File: src/rtl/lobt_pkg.sv
// ----------------------------------------------------------------------------
// lobt_pkg: shared types and codes of the order book table.
// Holds the table entry layout, operation and status codes and the
// controller state and command types.
// ----------------------------------------------------------------------------
package lobt_pkg;

  typedef enum logic [1:0] {
    OP_ADD    = 2'd0,
    OP_REMOVE = 2'd1,
    OP_MODIFY = 2'd2,
    OP_QUERY  = 2'd3
  } op_t;

  typedef enum logic [2:0] {
    ST_OK        = 3'd0,
    ST_NOT_FOUND = 3'd1,
    ST_IGNORED   = 3'd2,
    ST_DUPLICATE = 3'd3,
    ST_FULL      = 3'd4
  } status_t;

  typedef struct packed {
    logic [31:0]        tag;
    logic               side;
    logic [31:0]        price;
    logic [31:0]        quantity;
    logic [31:0]        filled;
    logic signed [32:0] remaining;
  } entry_t;

  typedef enum logic [2:0] {
    S_IDLE,
    S_SCAN,
    S_DRAIN,
    S_FINISH,
    S_OUT
  } state_t;

  typedef struct packed {
    logic load;
    logic issue;
    logic finish;
  } cmd_t;

  typedef struct packed {
    logic scan_last;
  } stat_t;

endpackage

File: src/rtl/lobt_ctrl.sv
// ----------------------------------------------------------------------------
// lobt_ctrl: sequencer of the order book table.
// Steps each item through load, table scan, drain, finish and output.
// ----------------------------------------------------------------------------
module lobt_ctrl (
  input  logic           clk,
  input  logic           rst_n,
  input  logic           in_valid,
  output logic           in_stall,
  output logic           out_valid,
  input  logic           out_stall,
  input  lobt_pkg::stat_t stat,
  output lobt_pkg::cmd_t  cmd
);

  lobt_pkg::state_t state_r, state_nxt;

  always_ff @(posedge clk) begin
    if (!rst_n) begin
      state_r <= lobt_pkg::S_IDLE;
    end else begin
      state_r <= state_nxt;
    end
  end

  always_comb begin
    state_nxt = state_r;
    unique case (state_r)
      lobt_pkg::S_IDLE: begin
        if (in_valid) state_nxt = lobt_pkg::S_SCAN;
      end
      lobt_pkg::S_SCAN: begin
        if (stat.scan_last) state_nxt = lobt_pkg::S_DRAIN;
      end
      lobt_pkg::S_DRAIN:  state_nxt = lobt_pkg::S_FINISH;
      lobt_pkg::S_FINISH: state_nxt = lobt_pkg::S_OUT;
      lobt_pkg::S_OUT: begin
        if (!out_stall) state_nxt = lobt_pkg::S_IDLE;
      end
      default: state_nxt = lobt_pkg::S_IDLE;
    endcase
  end

  always_comb begin
    in_stall   = (state_r != lobt_pkg::S_IDLE);
    out_valid  = (state_r == lobt_pkg::S_OUT);
    cmd.load   = (state_r == lobt_pkg::S_IDLE) && in_valid;
    cmd.issue  = (state_r == lobt_pkg::S_SCAN);
    cmd.finish = (state_r == lobt_pkg::S_FINISH);
  end

endmodule

File: config.mk
export PLATFORM = sky130hd
export DESIGN_NAME = lobt_ctrl
export DESIGN_NICKNAME = d
export VERILOG_FILES = /design/src/rtl/lobt_pkg.sv /design/src/rtl/lobt_ctrl.sv
export SDC_FILE = /design/constraint.sdc
export NUM_CORES = 1
export LEC_CHECK = 0
export BUFFER_PORTS_ARGS = -buffer_cell sky130_fd_sc_hd__clkbuf_2
export CORE_AREA = 2 2 39 41
export CTS_CLUSTER_SIZE = 28
export DETAILED_ROUTE_END_ITERATION = 6
export DIE_AREA = 0 0 41 43
export PLACE_DENSITY = 0.3
export SYNTH_ARGS = -nofsm -noshare
export SYNTH_HDL_FRONTEND = slang
export SYNTH_SLANG_ARGS = --single-unit
File: constraint.sdc
create_clock -name clk -period 1.35 [get_ports clk]
set_clock_uncertainty 0.15 [all_clocks]
set_input_delay 0.2025 -clock clk [delete_from_list [all_inputs] [get_ports clk]]
set_output_delay 0.2025 -clock clk [all_outputs]
set_load 0.03 [all_outputs]
==> flow_summary.json, run 1 <==
{
  "synth_area_leaders": "dfxtp_1, nor3b_2, a21oi_1, buf_6, mux2_2",
  "clock_path_buffers": 2,
  "r2r_cells": 4,
  "hold_path_class": "in -> reg",
  "crit_type": "reg -> out",
  "syn_inst": 23,
  "drt_first_iter_violations": 0,
  "fin_area_um2": 379,
  "status": "finished with violations",
  "htreeDepth": 1,
  "synth_top_cell_area_share_pct": 30.0,
  "dpl_cell_area_um2": 294,
  "layout_setup_ws_ns": -0.155,
  "vias": 202,
  "syn_to_final_growth_pct": 89.4,
  "drive_above_1_share_pct": 65.8,
  "regMostFlops": "state_r",
  "fin_crit_sh_pct": 112,
  "grt_pass1_wl_um": 779,
  "synth_adder_area_share_pct": 0,
  "yosysTopAreaCell": "dfxtp_1",
  "dp_hpwl_um": 364,
  "io_pins": 10,
  "routed_wl_um": 476,
  "relSlewSlack_pct": 88.3,
  "initial_utilization_pct": 14.5,
  "diodes": 0,
  "seq_area_frac_synth_pct": 30.0,
  "reg2reg_from": "state_r[2]$_SDFFE_PN0P_",
  "hold_violations": 0,
  "rsz0062_at_grt": "true",
  "nets": 44,
  "cts.sinks": 3,
  "via_per_inst": 3.74,
  "mostFrequentLayoutCells": "clkbuf_4, clkbuf_2, a21oi_1, dfxtp_2",
  "p_leak_nw": 0.163,
  "grt_pass1_vias": 196,
  "antenna_left": 0,
  "violations": "negative setup slack",
  "grt_antenna_before_repair": 0,
  "largest_register_ffs": 3,
  "r2r_slack_ns": 0.15,
  "firstDrtPassIters": 1,
  "synth.distinct_cells": 16,
  "grt_max_degree": 9,
  "min_delay_path_depth": 2,
  "crit_slowest_cell": "or3_4",
  "ys_ff_latch": 3,
  "synth_compound_area_share_pct": 13.1,
  "synth_nets": 28,
  "powerDensity_nw_per_um2": 1040,
  "synthSimpleGateAreaFrac_pct": 43.8,
  "grt-ovfl-total": 0,
  "maxCapViolCount": 0,
  "vdd_ir_drop_max_mv": 0.216,
  "synth_mux_area_share_pct": 5.62,
  "synth_area_um2": 200,
  "coreArea_um2": 1380,
  "crit_family": "simple AND/OR/NAND/NOR gates",
  "gp_congestion": 0.682,
  "path_cells": "or3_4 -> nor2_4 -> buf_8",
  "max_freq_mhz": 664,
  "die-area_um2": 1760,
  "grt_usage_pct": 7.11,
  "tns_ns": -0.528,
  "syn_avg_cell_area_um2": 8.70,
  "port-buffer-count": 9,
  "die_y_um": 43,
  "cts_hold_buf": 0,
  "tightest_slew_ns": 0.175,
  "final_max_slew_viol_count": 0,
  "drcViolationCount": 0,
  "ys_warn_count": 0,
  "fill_cells": 151,
  "synth_top_family_by_area": "simple AND/OR/NAND/NOR gates",
  "cp_max_fo": 2,
  "cp-end-kind": "output port",
  "worstHoldStart": "rst_n",
  "cts-root-buf": "clkbuf_4",
  "worstHoldEndpoint": "state_r[0]$_SDFFE_PN0P_",
  "cp-start-kind": "flop",
  "clkLatencyLatePin_ns": 0.23,
  "num_rows": 14,
  "reg2reg_to": "state_r[0]$_SDFFE_PN0P_",
  "period_minus_slack_ns": 1.51,
  "cts_made_buffers": 3,
  "die_x_um": 41,
  "synth-xor-area-share_pct": 0,
  "clk_pin_slew_ns": 0.03,
  "cts_setup_buffers": 0,
  "largestRegisters": "state_r x3",
  "setup_viol": 5,
  "critPathMaxStageDelay_ns": 0.39,
  "cp.buffers_inverters": 1,
  "routedWlPerCell_um": 8.81,
  "required_ns": 1.00,
  "cts_tree": "yes",
  "critPathArrivalTime_ns": 1.15
}
metal layers:
metal | routed length [µm] | vias up | global-route usage, %
met2 | 283 | 1 | 8.44
li1 | - | 108 | -
met4 | 0 | 0 | 10.0
met3 | 0 | 0 | 1.57
met5 | 0 | - | 0
met1 | 193 | 93 | 8.31
cell usage after synthesis, drive strengths merged:
cell    count
a21oi       3
dfxtp       3
nor2        3
nor3b       3
or2         2
and3b       1
buf         1
inv         1
mux2        1
nand2       1
nand2b      1
nor2b       1
o221a       1
or3         1
timing repair:
item                                   4_1_cts  5_1_grt
gates resized for setup                     11        7
pin swaps                                    2        1
setup endpoints to repair                    5        5
endpoints found under the hold margin        0        0
stage by stage:
stage | total power, mW | setup slack [ns] | hold slack, ns | std cells | utilization (%)
final | 0.395 | -0.155 | 0.0676 | 54 | 27.4
after global routing | 0.418 | -0.202 | 0.0710 | 54 | 27.4
after CTS | 0.399 | -0.184 | 0.0685 | 54 | 26.6
after detailed placement | 0.214 | 0.0200 | 0.315 | 50 | 21.2
after global placement | 0.215 | 0.0226 | 0.320 | 50 | 21.2
after floorplan | 0.181 | -0.0474 | 0.181 | 23 | -
cells by family (layout without fill, tap and decap cells):
kind of cell / Yosys count / after routing
AO/OA/AOI/OAI: 4 / 4
buffers and inverters: 2 / 17
flip-flops: 3 / 3
multiplexers: 1 / 1
AND/OR/NAND/NOR: 13 / 13
worst max path at each step:
stage | startpoint | endpoint | slack, ns | cells past startpoint
floorplan | state_r[2]$_SDFFE_PN0P_ | cmd[2] | -0.05 | 3
global placement | state_r[1]$_SDFFE_PN0P_ | cmd[2] | 0.02 | 3
detailed placement | state_r[1]$_SDFFE_PN0P_ | cmd[2] | 0.02 | 3
CTS | state_r[2]$_SDFFE_PN0P_ | cmd[2] | -0.18 | 3
global route | state_r[2]$_SDFFE_PN0P_ | cmd[2] | -0.20 | 3
finish | state_r[2]$_SDFFE_PN0P_ | cmd[2] | -0.16 | 3
final cells by class:
type | instances | area (µm²) | share of cell area [%]
Clock buffer | 4 | 26.3 | 6.93
Inverter | 1 | 3.75 | 0.990
Multi-Input combinational cell | 18 | 150 | 39.6
Sequential cell | 3 | 63.8 | 16.8
Tap cell | 16 | 20.0 | 5.28
Timing Repair Buffer | 12 | 115 | 30.4
power breakdown:
part           switching, mW  internal (mW)
Sequential           0.00448         0.0970
Clock                 0.0441          0.111
Combinational         0.0684         0.0704
(Power assumes the default switching activity.)
==> run 2: changes to the inputs <==
- PLACE_DENSITY: 0.3 -> 0.38
- SETUP_SLACK_MARGIN: not set -> 0.5
==> run 2 against run 1 <==
Compared with the run above:
- the run still ends with negative setup slack left
- combinational power is 4% higher
- global-route usage is 0.32 points higher
- critical path depth unchanged
- sequential cell count did not move
- wire length is 8.8% higher
- first-iteration DRC count rose by 4
- core utilization increased by 0.27 points
- fmax grew 0.60%
- largest cell class unchanged
==> flow_summary.json, run 2 (synthesis gave the netlist of run 1 again) <==
{
  "maxCapViolCount": 0,
  "status": "finished with violations",
  "clock_path_buffers": 2,
  "num_rows": 14,
  "clk_pin_slew_ns": 0.04,
  "die_x_um": 41,
  "routed_wl_um": 518,
  "die_y_um": 43,
  "firstDrtPassIters": 2,
  "port-buffer-count": 9,
  "final_max_slew_viol_count": 0,
  "worstHoldEndpoint": "state_r[0]$_SDFFE_PN0P_",
  "grt_antenna_before_repair": 0,
  "layout_setup_ws_ns": -0.146,
  "place_ws_ns": 0.00603,
  "r2r_cells": 3,
  "total_power_mw": 0.399,
  "cts.sinks": 3,
  "cp-end-kind": "output port",
  "powerDensity_nw_per_um2": 1040,
  "largestRegisters": "state_r x3",
  "initial_utilization_pct": 14.5,
  "gp_congestion": 0.778,
  "grt_pass1_wl_um": 793,
  "cts_tree": "yes",
  "cp_max_fo": 2,
  "io_pins": 10,
  "vias": 216,
  "syn_to_final_growth_pct": 91.2,
  "min_delay_path_depth": 2,
  "diodes": 0,
  "routedWlPerCell_um": 9.59,
  "period_minus_slack_ns": 1.50,
  "cts-root-buf": "clkbuf_4",
  "dp_hpwl_um": 393,
  "mostFrequentLayoutCells": "clkbuf_4, clkbuf_2, a21oi_1, clkbuf_8",
  "via_per_inst": 4.00,
  "reg2reg_from": "state_r[1]$_SDFFE_PN0P_",
  "setup_viol": 5,
  "fin_crit_sh_pct": 111,
  "grt-ovfl-total": 0,
  "relSlewSlack_pct": 88.9,
  "worstHoldStart": "rst_n",
  "cp-start-kind": "flop",
  "hold_path_class": "in -> reg",
  "critPathArrivalTime_ns": 1.14,
  "vdd_ir_drop_max_mv": 0.245,
  "crit_type": "reg -> out",
  "grt_usage_pct": 7.43,
  "p_leak_nw": 0.167,
  "grt_pass1_vias": 212,
  "coreArea_um2": 1380,
  "reg2reg_to": "state_r[0]$_SDFFE_PN0P_",
  "hold_violations": 0,
  "drcViolationCount": 0,
  "drt_first_iter_violations": 4,
  "cts_setup_buffers": 0,
  "required_ns": 1.00,
  "fill_cells": 159,
  "regMostFlops": "state_r",
  "tightest_slew_ns": 0.166,
  "largest_register_ffs": 3,
  "grt_max_degree": 9,
  "hold_ws_ns": 0.0680,
  "die-area_um2": 1760,
  "violations": "negative setup slack",
  "nets": 44,
  "antenna_left": 0,
  "rsz0062_at_grt": "true",
  "cts_made_buffers": 3,
  "drive_above_1_share_pct": 65.8,
  "clkLatencyLatePin_ns": 0.23,
  "htreeDepth": 1,
  "r2r_slack_ns": 0.16,
  "max_freq_mhz": 668
}
[run 2: changes by cell type in the layout (fill, tap and decap cells not counted), sizes merged]
cell / change
buf: -1
clkbuf: +1
[run 2: per-stage QoR]
step / util (%) / std cells / cell area [µm²] / TNS, ns
5_1_grt: 27.7 / 54 / 383 / -0.769
2_1_floorplan: - / 23 / 220 / -0.0353
3_3_place_gp: 21.4 / 50 / 297 / 0
4_1_cts: 27.6 / 54 / 382 / -0.583
6_report: 27.7 / 54 / 383 / -0.491
3_5_place_dp: 21.4 / 50 / 297 / 0
[run 2: worst max-delay path: stages (launching register included)]
cell and delay [ns]:
dfxtp_1 0.30, or3_4 0.39, nor2_4 0.10, buf_8 0.12
[run 2: worst max path at each step]
stage | start | to | slack, ns
floorplan | state_r[2]$_SDFFE_PN0P_ | cmd[2] | -0.04
global placement | state_r[1]$_SDFFE_PN0P_ | cmd[2] | 0.01
detailed placement | state_r[1]$_SDFFE_PN0P_ | cmd[2] | 0.006
CTS | state_r[2]$_SDFFE_PN0P_ | cmd[2] | -0.18
global route | state_r[2]$_SDFFE_PN0P_ | cmd[2] | -0.19
finish | state_r[2]$_SDFFE_PN0P_ | cmd[2] | -0.15
[run 2: layout make-up]
type,instances,area [µm²],share of cell area (%)
Timing Repair Buffer,12,114,29.7
Clock buffer,4,26.3,6.86
Inverter,1,3.75,0.980
Multi-Input combinational cell,18,156,40.8
Sequential cell,3,62.6,16.3
Tap cell,16,20.0,5.23
[run 2: layer usage]
| layer | vias to the layer above | global-route usage (%) | part of all wire (%) |
|---|---|---|---|
| met4 | 0 | 8.00 | 0 |
| met1 | 100 | 7.40 | 46 |
| met2 | 5 | 9.38 | 51 |
| met3 | 0 | 4.71 | 2.5 |
| met5 | - | 0 | 0 |
| li1 | 111 | - | - |
[run 2: timing repair]
action,in CTS,in global routing
pin swaps,5,1
gates cloned,0,0
endpoints found under the setup margin,8,8
hold endpoints to repair,0,0
resized for setup,15,1
hold buffers,0,0
[run 2: power breakdown]
group,internal [mW],switching (mW),leakage (nW)
Combinational,0.0729,0.0721,0.127
Sequential,0.0968,0.00400,0.0253
Clock,0.111,0.0426,0.0150
==> run 3: changes to the inputs <==
- clock period: 1.35 -> 1.6 ns (I/O delays scaled with it)
==> run 3 against run 2 <==
Compared with the run above:
- final cell count rose by 7.4%
- sequential cell count unchanged
- clock power fell by 8%
- the flow now finishes without violations
- clock-buffer cell count unchanged
- largest cell class unchanged
- critical path type unchanged
- highest routed layer unchanged
- die area did not move
- largest power group unchanged
==> flow_summary.json, run 3 (synthesis gave the netlist of run 1 again) <==
{
  "status": "finished, final reports clean",
  "required_ns": 1.21,
  "fin_crit_sh_pct": 97.6,
  "largest_register_ffs": 3,
  "layout_commonest_cell": "buf_6",
  "max_freq_mhz": 640,
  "relSlewSlack_pct": 88.1,
  "via_per_inst": 4.03,
  "cp_max_fo": 2,
  "r2r_cells": 6,
  "r2r_slack_ns": 0.17,
  "cts-root-buf": "clkbuf_4",
  "dp_hpwl_um": 363,
  "grt_pass1_vias": 226,
  "clk_pin_slew_ns": 0.05,
  "met2WireLength_um": 322,
  "total_power_mw": 0.349,
  "worstHoldStart": "rst_n",
  "coreArea_um2": 1380,
  "routedWlPerCell_um": 10.1,
  "p_leak_nw": 0.187,
  "cts.sinks": 3,
  "drcViolationCount": 0,
  "critPathArrivalTime_ns": 1.17,
  "vias": 234,
  "cts_tree": "yes",
  "die_y_um": 43,
  "cp-start-kind": "flop",
  "layout_setup_ws_ns": 0.0381,
  "die_x_um": 41,
  "grt_usage_pct": 8.11,
  "maxCapViolCount": 0,
  "grt_max_degree": 9,
  "routed_wl_um": 586,
  "min_delay_path_depth": 2,
  "nets": 48,
  "reg2reg_to": "state_r[0]$_SDFFE_PN0P_",
  "gp_congestion": 0.774,
  "diodes": 0,
  "grt_antenna_before_repair": 0,
  "port-buffer-count": 9,
  "htreeDepth": 1,
  "crit_type": "reg -> out",
  "regMostFlops": "state_r",
  "reg2reg_from": "state_r[2]$_SDFFE_PN0P_",
  "drt_first_iter_violations": 3,
  "met1_length_um": 241,
  "antenna_left": 0,
  "powerDensity_nw_per_um2": 801,
  "syn_to_final_growth_pct": 118,
  "final_max_slew_viol_count": 0,
  "clock_path_buffers": 2,
  "rsz0062_at_grt": "true",
  "tightest_slew_ns": 0.178,
  "die-area_um2": 1760,
  "mostFrequentLayoutCells": "buf_6, clkbuf_4, clkbuf_2",
  "grt-ovfl-total": 0,
  "initial_utilization_pct": 14.5,
  "num_rows": 14,
  "cp-end-kind": "output port",
  "firstDrtPassIters": 4,
  "clkLatencyLatePin_ns": 0.24,
  "hold_path_class": "in -> reg",
  "worstHoldEndpoint": "state_r[0]$_SDFFE_PN0P_",
  "setup_viol": 0,
  "dr.max_layer_used": "met3",
  "vdd_ir_drop_max_mv": 0.295,
  "period_minus_slack_ns": 1.56,
  "cts_hold_buf": 0,
  "drive_above_1_share_pct": 71.4,
  "grt_pass1_wl_um": 862,
  "route.met3.wl_um": 21,
  "place_ws_ns": 0.160,
  "hold_violations": 0,
  "io_pins": 10,
  "largestRegisters": "state_r x3",
  "cts_made_buffers": 3
}
## run 3: how the worst max path moves through the flow
stage	from	end	slack [ns]	cells after the start
3_3_place_gp	state_r[1]$_SDFFE_PN0P_	cmd[2]	0.16	3
4_1_cts	state_r[0]$_SDFFE_PN0P_	cmd[2]	0.01	3
3_5_place_dp	state_r[1]$_SDFFE_PN0P_	cmd[2]	0.16	3
6_report	state_r[0]$_SDFFE_PN0P_	cmd[2]	0.04	3
5_1_grt	state_r[0]$_SDFFE_PN0P_	cmd[2]	-0.02	3
2_1_floorplan	state_r[2]$_SDFFE_PN0P_	cmd[2]	0.18	3
## run 3: through the flow
stage               hold WS, ns  cell area (µm²)  utilization [%]  cells  setup TNS (ns)
finish                   0.0946              435             31.5     58               0
global route             0.0979              435             31.5     58         -0.0163
detailed placement        0.351              282             20.3     48               0
CTS                      0.0967              414             29.9     57               0
global placement          0.348              282             20.3     48               0
floorplan                 0.218              220                -     23               0
## run 3: layer usage
| metal | track usage (%) | up-vias |
|---|---|---|
| met4 | 10.0 | 0 |
| met2 | 11.3 | 7 |
| li1 | - | 117 |
| met1 | 7.64 | 110 |
| met5 | 0 | - |
| met3 | 3.14 | 0 |
## run 3: timing repair
item	4_1_cts	5_1_grt
endpoints found under the setup margin	8	8
pin swaps	6	4
resized for setup	18	5
setup buffers	5	1
## run 3: final cells by class
cell class,instances,area [µm²]
timing repair buffer,16,156
inverter,1,3.75
fill,147,948
clock buffer,4,26.3
tap,16,20.0
multi-input combinational,18,160
sequential,3,68.8
## run 3: worst max-delay path: stages, from the launching register on
cell     delay, ns
dfxtp_2       0.31
or3_4         0.39
nor2_4        0.10
buf_8         0.12
## run 3: power by group
part           switching (mW)  leakage (nW)  total (mW)  internal [mW]
registers             0.00377        0.0264      0.0833         0.0795
logic                  0.0605         0.146       0.125         0.0648
clock network          0.0462        0.0150       0.140         0.0940
total                   0.110         0.187       0.349          0.238
